===== src/rtl/bas_pkg.sv =====
// shared constants, codes and control structs for the bounded array stack
package bas_pkg;

    localparam int DEPTH  = 32;
    localparam int ADDR_W = $clog2(DEPTH);
    localparam int CNT_W  = $clog2(DEPTH + 1);
    localparam int CAP_W  = 6;
    localparam int IDX_W  = 5;
    localparam int DATA_W = 32;
    localparam int KIND_W = 3;
    localparam int STAT_W = 2;
    localparam int CMP_A  = (CNT_W > CAP_W) ? CNT_W : CAP_W;
    localparam int CMP_W  = (CMP_A > IDX_W) ? CMP_A : IDX_W;

    localparam logic [CAP_W-1:0] CAP_RESET = CAP_W'(32);

    localparam logic [KIND_W-1:0] KIND_PUSH    = KIND_W'(0);
    localparam logic [KIND_W-1:0] KIND_POP     = KIND_W'(1);
    localparam logic [KIND_W-1:0] KIND_DISPLAY = KIND_W'(2);
    localparam logic [KIND_W-1:0] KIND_PEEK    = KIND_W'(3);
    localparam logic [KIND_W-1:0] KIND_CHANGE  = KIND_W'(4);

    localparam logic [STAT_W-1:0] ST_OK       = STAT_W'(0);
    localparam logic [STAT_W-1:0] ST_OVERFLOW = STAT_W'(1);
    localparam logic [STAT_W-1:0] ST_EMPTY    = STAT_W'(2);
    localparam logic [STAT_W-1:0] ST_NOTFOUND = STAT_W'(3);

    typedef struct packed {
        logic take;
        logic emit;
    } ctrl_cmd_t;

    typedef struct packed {
        logic legal;
        logic more;
        logic out_free;
    } dp_stat_t;

endpackage


===== src/rtl/bas_ctrl.sv =====
// controller state machine: accepts an item, then sequences its results
module bas_ctrl (
    input  logic                clk,
    input  logic                rst_n,
    input  logic                in_valid,
    output logic                in_ready,
    input  bas_pkg::dp_stat_t   stat,
    output bas_pkg::ctrl_cmd_t  cmd
);
    import bas_pkg::*;

    typedef enum logic [1:0] {
        S_IDLE = 2'b01,
        S_EMIT = 2'b10
    } state_t;

    state_t state_reg;
    state_t state_next;

    assign in_ready = (state_reg == S_IDLE);
    assign cmd.take = in_valid && (state_reg == S_IDLE);
    assign cmd.emit = (state_reg == S_EMIT) && stat.out_free;

    always_comb
    begin
        state_next = state_reg;
        case (state_reg)
            S_IDLE:
            begin
                // unused kinds are swallowed with no result
                if (cmd.take && stat.legal)
                    state_next = S_EMIT;
            end
            S_EMIT:
            begin
                if (cmd.emit && !stat.more)
                    state_next = S_IDLE;
            end
            default:
            begin
                state_next = S_IDLE;
            end
        endcase
    end

    always_ff @(posedge clk or negedge rst_n)
    begin
        if (!rst_n)
            state_reg <= S_IDLE;
        else
            state_reg <= state_next;
    end

endmodule


===== src/rtl/bas_dp.sv =====
// datapath: entry count, capacity register, stack memory and output register
module bas_dp (
    input  logic                                 clk,
    input  logic                                 rst_n,
    input  bas_pkg::ctrl_cmd_t                   cmd,
    output bas_pkg::dp_stat_t                    stat,
    input  logic                                 cfg_valid,
    input  logic        [bas_pkg::CAP_W-1:0]     cfg_data,
    input  logic        [bas_pkg::KIND_W-1:0]    kind,
    input  logic signed [bas_pkg::DATA_W-1:0]    push_value,
    input  logic        [bas_pkg::IDX_W-1:0]     slot_index,
    input  logic                                 out_ready,
    output logic                                 out_valid,
    output logic        [bas_pkg::STAT_W-1:0]    status,
    output logic signed [bas_pkg::DATA_W-1:0]    read_value,
    output logic                                 last
);
    import bas_pkg::*;

    logic [DATA_W-1:0] mem [DEPTH];
    logic [DATA_W-1:0] rd_data_reg;

    logic [CNT_W-1:0]  count_reg, count_next;
    logic [CAP_W-1:0]  capacity_reg;
    logic [ADDR_W-1:0] ptr_reg, ptr_next;
    logic              disp_reg, disp_next;
    logic              use_rd_reg, use_rd_next;
    logic [STAT_W-1:0] res_status_reg, res_status_next;

    logic              out_valid_reg;
    logic [STAT_W-1:0] out_status_reg;
    logic [DATA_W-1:0] out_value_reg;
    logic              out_last_reg;

    logic              mem_we, mem_re;
    logic [ADDR_W-1:0] mem_wa, mem_ra;

    logic [CMP_W-1:0]  count_ext, cap_ext, idx_ext;
    logic              full, empty, idx_bad;
    logic [ADDR_W-1:0] top_addr, idx_addr;

    assign count_ext = CMP_W'(count_reg);
    assign cap_ext   = CMP_W'(capacity_reg);
    assign idx_ext   = CMP_W'(slot_index);
    assign full      = (count_ext >= cap_ext) || (count_ext >= CMP_W'(DEPTH));
    assign empty     = (count_reg == '0);
    assign idx_bad   = (idx_ext >= count_ext) || (idx_ext >= CMP_W'(DEPTH));
    assign top_addr  = ADDR_W'(count_reg - CNT_W'(1));
    assign idx_addr  = idx_ext[ADDR_W-1:0];

    assign stat.legal    = (kind == KIND_PUSH) || (kind == KIND_POP) ||
                           (kind == KIND_DISPLAY) || (kind == KIND_PEEK) ||
                           (kind == KIND_CHANGE);
    assign stat.more     = disp_reg && (ptr_reg != '0);
    assign stat.out_free = !out_valid_reg || out_ready;

    always_comb
    begin
        count_next      = count_reg;
        ptr_next        = ptr_reg;
        disp_next       = disp_reg;
        use_rd_next     = use_rd_reg;
        res_status_next = res_status_reg;
        mem_we          = 1'b0;
        mem_re          = 1'b0;
        mem_wa          = count_reg[ADDR_W-1:0];
        mem_ra          = top_addr;

        if (cmd.take)
        begin
            disp_next       = 1'b0;
            use_rd_next     = 1'b0;
            res_status_next = ST_OK;
            case (kind)
                KIND_PUSH:
                begin
                    if (full)
                        res_status_next = ST_OVERFLOW;
                    else
                    begin
                        mem_we     = 1'b1;
                        count_next = count_reg + CNT_W'(1);
                    end
                end
                KIND_POP:
                begin
                    if (empty)
                        res_status_next = ST_EMPTY;
                    else
                    begin
                        mem_re      = 1'b1;
                        use_rd_next = 1'b1;
                        count_next  = count_reg - CNT_W'(1);
                    end
                end
                KIND_DISPLAY:
                begin
                    if (empty)
                        res_status_next = ST_EMPTY;
                    else
                    begin
                        mem_re      = 1'b1;
                        use_rd_next = 1'b1;
                        disp_next   = 1'b1;
                        ptr_next    = top_addr;
                    end
                end
                KIND_PEEK:
                begin
                    if (idx_bad)
                        res_status_next = ST_NOTFOUND;
                    else
                    begin
                        mem_re      = 1'b1;
                        mem_ra      = idx_addr;
                        use_rd_next = 1'b1;
                    end
                end
                KIND_CHANGE:
                begin
                    if (idx_bad)
                        res_status_next = ST_NOTFOUND;
                    else
                    begin
                        mem_we = 1'b1;
                        mem_wa = idx_addr;
                    end
                end
                default:
                begin
                    res_status_next = ST_OK;
                end
            endcase
        end
        else if (cmd.emit && stat.more)
        begin
            // fetch the next entry down while the current word goes out
            ptr_next = ptr_reg - ADDR_W'(1);
            mem_re   = 1'b1;
            mem_ra   = ptr_reg - ADDR_W'(1);
        end
    end

    always_ff @(posedge clk)
    begin
        if (mem_we)
            mem[mem_wa] <= push_value;
        if (mem_re)
            rd_data_reg <= mem[mem_ra];
    end

    always_ff @(posedge clk or negedge rst_n)
    begin
        if (!rst_n)
        begin
            count_reg     <= '0;
            capacity_reg  <= CAP_RESET;
            disp_reg      <= 1'b0;
            use_rd_reg    <= 1'b0;
            out_valid_reg <= 1'b0;
        end
        else
        begin
            count_reg  <= count_next;
            disp_reg   <= disp_next;
            use_rd_reg <= use_rd_next;
            if (cfg_valid)
                capacity_reg <= cfg_data;
            if (cmd.emit)
                out_valid_reg <= 1'b1;
            else if (out_ready)
                out_valid_reg <= 1'b0;
        end
    end

    always_ff @(posedge clk)
    begin
        ptr_reg        <= ptr_next;
        res_status_reg <= res_status_next;
        if (cmd.emit)
        begin
            out_status_reg <= res_status_reg;
            out_value_reg  <= use_rd_reg ? rd_data_reg : '0;
            out_last_reg   <= !stat.more;
        end
    end

    assign out_valid  = out_valid_reg;
    assign status     = out_status_reg;
    assign read_value = out_value_reg;
    assign last       = out_last_reg;

    a_count_bound: assert property (@(posedge clk) disable iff (!rst_n)
        count_reg <= CNT_W'(DEPTH))
        else $error("entry count above depth");

    a_push_grows: assert property (@(posedge clk) disable iff (!rst_n)
        (cmd.take && kind == KIND_PUSH && !full) |=>
            count_reg == $past(count_reg) + CNT_W'(1))
        else $error("push did not grow the stack");

    a_walk_in_range: assert property (@(posedge clk) disable iff (!rst_n)
        (cmd.emit && disp_reg) |-> (CNT_W'(ptr_reg) < count_reg))
        else $error("display pointer beyond live entries");

    a_error_no_data: assert property (@(posedge clk) disable iff (!rst_n)
        (cmd.emit && res_status_reg != ST_OK) |=> (out_value_reg == '0))
        else $error("error result carries data");

endmodule


===== src/rtl/bounded_array_stack_core.sv =====
// top level of the bounded array stack: controller plus datapath
// A LIFO stack of up to DEPTH 32-bit words with a writable capacity (reset 32). in_ready is
// high only between items. Push, pop, peek and change each give a single word: the item is
// accepted and acted on while idle, and its word is loaded into the output register from the
// emit state once the output is free. A display of n live entries yields n words top to bottom,
// one per cycle once the output drains, paced by the registered read port of the stack memory;
// an empty display or pop gives one word with the empty status. Kinds 5 to 7 are accepted but
// give no word. Results wait in a single output register, so a stalled consumer holds the
// block in its current item. The capacity register may be written on any cycle, but only
// while no item is in flight.
module bounded_array_stack_core (
    input  logic                                 clk,
    input  logic                                 rst_n,
    input  logic                                 cfg_valid,
    output logic                                 cfg_ready,
    input  logic        [bas_pkg::CAP_W-1:0]     cfg_data,
    input  logic                                 in_valid,
    output logic                                 in_ready,
    input  logic        [bas_pkg::KIND_W-1:0]    kind,
    input  logic signed [bas_pkg::DATA_W-1:0]    push_value,
    input  logic        [bas_pkg::IDX_W-1:0]     slot_index,
    output logic                                 out_valid,
    input  logic                                 out_ready,
    output logic        [bas_pkg::STAT_W-1:0]    status,
    output logic signed [bas_pkg::DATA_W-1:0]    read_value,
    output logic                                 last
);
    import bas_pkg::*;

    ctrl_cmd_t cmd;
    dp_stat_t  stat;

    assign cfg_ready = 1'b1;

    bas_ctrl u_ctrl (
        .clk      (clk),
        .rst_n    (rst_n),
        .in_valid (in_valid),
        .in_ready (in_ready),
        .stat     (stat),
        .cmd      (cmd)
    );

    bas_dp u_dp (
        .clk        (clk),
        .rst_n      (rst_n),
        .cmd        (cmd),
        .stat       (stat),
        .cfg_valid  (cfg_valid),
        .cfg_data   (cfg_data),
        .kind       (kind),
        .push_value (push_value),
        .slot_index (slot_index),
        .out_ready  (out_ready),
        .out_valid  (out_valid),
        .status     (status),
        .read_value (read_value),
        .last       (last)
    );

endmodule


===== config.mk =====
export PLATFORM = sky130hd
export DESIGN_NAME = bounded_array_stack_core
export DESIGN_NICKNAME = d
export VERILOG_FILES = /design/src/rtl/bas_pkg.sv /design/src/rtl/bas_ctrl.sv /design/src/rtl/bas_dp.sv /design/src/rtl/bounded_array_stack_core.sv
export SDC_FILE = /design/constraint.sdc
export NUM_CORES = 1
export LEC_CHECK = 0
export BUFFER_PORTS_ARGS = -buffer_cell sky130_fd_sc_hd__buf_4
export CAP_MARGIN = 10
export CORE_ASPECT_RATIO = 1.5
export CORE_MARGIN = 3
export CORE_UTILIZATION = 50
export DETAILED_ROUTE_END_ITERATION = 16
export PLACE_DENSITY = 0.66
export REMOVE_ABC_BUFFERS = 1
export SETUP_SLACK_MARGIN = 0.1
export SLEW_MARGIN = 20
export SYNTH_ARGS = -nofsm -noshare
export SYNTH_HDL_FRONTEND = slang
export SYNTH_SLANG_ARGS = --single-unit

===== constraint.sdc =====
create_clock -name clk -period 9.74 [get_ports clk]
set_input_delay 0.487 -clock clk [delete_from_list [all_inputs] [get_ports clk]]
set_output_delay 0.487 -clock clk [all_outputs]
set_load 0.05 [all_outputs]

==> results.md <==
- Die area: around 94000 um2
- Critical Path RT: around 10 ns
- Share of the synthesized area in the top cell type: 73.34%
- CTS tree: yes
- Non-Filler Instances: 4293
- Area growth from synthesis to final layout: 11.10%
- Post-DR wirelength/cell: between 20 and 30 um
- Outcome: finished clean
- Die height: 373.3 um
- Crit path buffers/inverters: 4
- CP peak stage delay: ~0.76 ns
- Post-synthesis sequential element count: roughly 1100
- Initial antenna violation count: 4
- RSZ-0062 raised after global routing: false
- Crit path capture type: register
- Critical Path AT: 6.12 ns
- Cell count after synthesis: 3040
- Hold Vio Cnt, Final: 0
- Post-CTS sizing: 0
- Max Buffers Root-to-Sink: 3
- R2R setup slack: roughly 4.1 ns
- Period Utilization, post-route: 57.70%
- Fin worst setup slack: 4.120 ns
- Synth Area per Inst: 14.79 um2
- Peak supply drop: 0.3222 mV
- Worst min-delay path category: in -> reg
- Gr ovfl total: 0
- MaxCap Viol Count: 0
- Ys async rst share: 1.525%
- I/O Pins: 89
- CTS Hold Bufs: 5
- Die X: roughly 250 um
- Max Slew Vio Count: 0
- Dpl ws: ~4.2 ns
- Worst slew margin: 13.52%
- Footprint of the multi-input gates: 10630 um2
- EDFF count, synth: 1098
- Routed Wire Length: 124000 um
- Worst Max-Slew Pin Slew: ~1.3 ns
- Post-route cell area: 49950 um2
- Worst skew pair latency: 0.69 ns
- Critical path's slowest cell: buf_4
- GR Util All Layers: 26.08%
- Post-layout util: around 56%
- 1st-pass router iterations: 7
- Initial DRC Count: 3339
- GP Congestion: approximately 0.84
- Buffers inserted by post-CTS timing repair: 0
- Largest register FFs: a little over 1000
- Main synth FF type: edfxtp_1
- Synth cell types: 64
- Via count: approximately 28000
- Final hold slack: 0.02810 ns
- CTS buffer count: slightly below 100
- Drt drc: 0
- Filler cells: 6810
- Worst setup SP type: register
- CTS H-tree depth: 3
- Largest net degree at the start of global routing: 218
- Worst path most repeated cell: buf_4
- Root buffer cell: clkbuf_16
- Via/cell ratio: 6.419
- Number of I/O port buffers: 87
- Delay-heaviest family, CP: buffers and inverters
- Row count: 134
- CP Cell Sequence: inv_1 -> ha_1 -> a211oi_1 -> or3_1 -> o21a_1 -> a211o_2 -> buf_4 -> nand2_8 -> buf_4 -> buf_4 -> nand2_1 -> a22oi_1 -> o22ai_2 -> nor4_2
- Sequential cell area: 33400 um2
- Sink Count: 1115
- CP Class: reg -> reg
- Maximum fanout along the worst path: 102
- Clock Skews: about 0.021 ns
- Vias in the first global route: 27307
- Leakage: 0.01654 uW
- Share of post-route cells with drive strength above 1: 13.68%
- Fin nets: ~3100
- Core Region: a little under 90000 um2
- Post-synth top cells: edfxtp_1, nand2_1, a211oi_1
- Routed Antenna Nets: 0
- Max frequency: between 0.15 and 0.2 GHz
- Cell Area, Synth: between 40000 and 50000 um2
- Starting Density: about half
- Sequential area share after synthesis: 74.29%
- CTS clk-pin slew, worst paths: roughly 0.07 ns
- Leading area contributor after synthesis: edfxtp_1
- Post-DP HPWL: 61040 um
- Period minus WS final: 5.620 ns
- Yosys warning total: 0
- Largest cells by area after synthesis: edfxtp_1, a211oi_1, and3_1
- Final setup fails: 0
- Most common cell in the netlist: edfxtp_1
- First-pass GRT wire length: 179800 um
- DP Cell Count: 4108
- Post-DP Area: ~47000 um2
- Power per cell area: 304.0 nW/um2
-- worst reg2reg max path: stages (launching register included) --
cell and delay [ns]:
dfrtp_1 0.52, inv_1 0.13, ha_1 0.32, a211oi_1 0.06, or3_1 0.38, o21a_1 0.28, a211o_2 0.36, buf_4 0.30
nand2_8 0.67, buf_4 0.77, buf_4 0.80, nand2_1 0.19, a22oi_1 0.22, o22ai_2 0.12, nor4_2 0.30
-- cell type report --
cell class | count | area share [%]
Sequential cell | 1115 | 66.87
Timing Repair Buffer | 154 | 2.465
Clock inverter | 65 | 1.280
Clock buffer | 114 | 5.072
Tap cell | 1156 | 2.896
Antenna cell | 1 | 0.005010
Inverter | 18 | 0.1353
Multi-Input combinational cell | 1670 | 21.28
-- metal layers --
layer | vias up | GRT usage (%) | wire, um
li1 | 11889 | - | -
met1 | 13935 | 34.03 | 46820
met2 | 1452 | 43.56 | 61440
met3 | 281 | 4.338 | 10670
met4 | 0 | 11.02 | 5044
met5 | - | 0 | 0
-- cell families (layout without fill, tap and decap cells) --
group	Yosys count	after routing	share of synthesized area, %
buf+inv	255	351	2.780
other cells	1	2	0.008341
mux	41	41	0.9462
fa+ha+maj	15	15	0.4174
simple gates	754	754	8.839
xor+xnor	11	11	0.2143
flops	1115	1115	74.29
compound gates	848	848	12.51
-- path summary, 6_finish.rpt --
check	startpoint	end	depth (start not counted)
worst max-delay path	u_dp.count_ext[3]	u_dp.rd_data_reg[20]	14
min in group asynchronous	rst_n	u_dp.count_ext[5]	2
worst min register to register	u_dp.res_status_reg[0]	u_dp.status[0]	0
max in group asynchronous	rst_n	u_dp.cap_ext[5]	2
worst max register to register	u_dp.count_ext[3]	u_dp.rd_data_reg[20]	14
worst min-delay path	cfg_data[1]	u_dp.cap_ext[1]	3
-- stage by stage --
| step | TNS [ns] | total power, uW |
|---|---|---|
| 6_report | 0 | 15190 |
| 5_1_grt | 0 | 15860 |
| 4_1_cts | 0 | 15190 |
| 3_5_place_dp | 0 | 11340 |
| 3_3_place_gp | 0 | 11200 |
| 2_1_floorplan | -77.03 | 9802 |
-- layout by cell type (no fill, tap or decap), types with 18 or more instances in the layout --
| master | instances |
|---|---|
| edfxtp_1 | 1098 |
| nand2_1 | 333 |
| a211oi_1 | 255 |
| and3_1 | 252 |
| o21ai_0 | 195 |
| a21oi_1 | 170 |
| buf_4 | 144 |
| clkbuf_16 | 99 |
| a22oi_1 | 83 |
| a31oi_1 | 64 |
| mux2i_1 | 38 |
| nor2_4 | 33 |
| and2_1 | 32 |
| nor4_2 | 31 |
| o22ai_2 | 29 |
| clkinv_2 | 21 |
| clkinv_1 | 19 |
| inv_1 | 18 |
-- power breakdown --
part / switching, uW / total, uW / leakage, uW / internal, uW
registers: 67.2 / 5520 / 0.0101 / 5450
clock network: 1710 / 3890 / 0.00154 / 2180
logic: 3910 / 5780 / 0.00492 / 1880
total: 5680 / 15200 / 0.0165 / 9500
(Power assumes the default switching activity.)
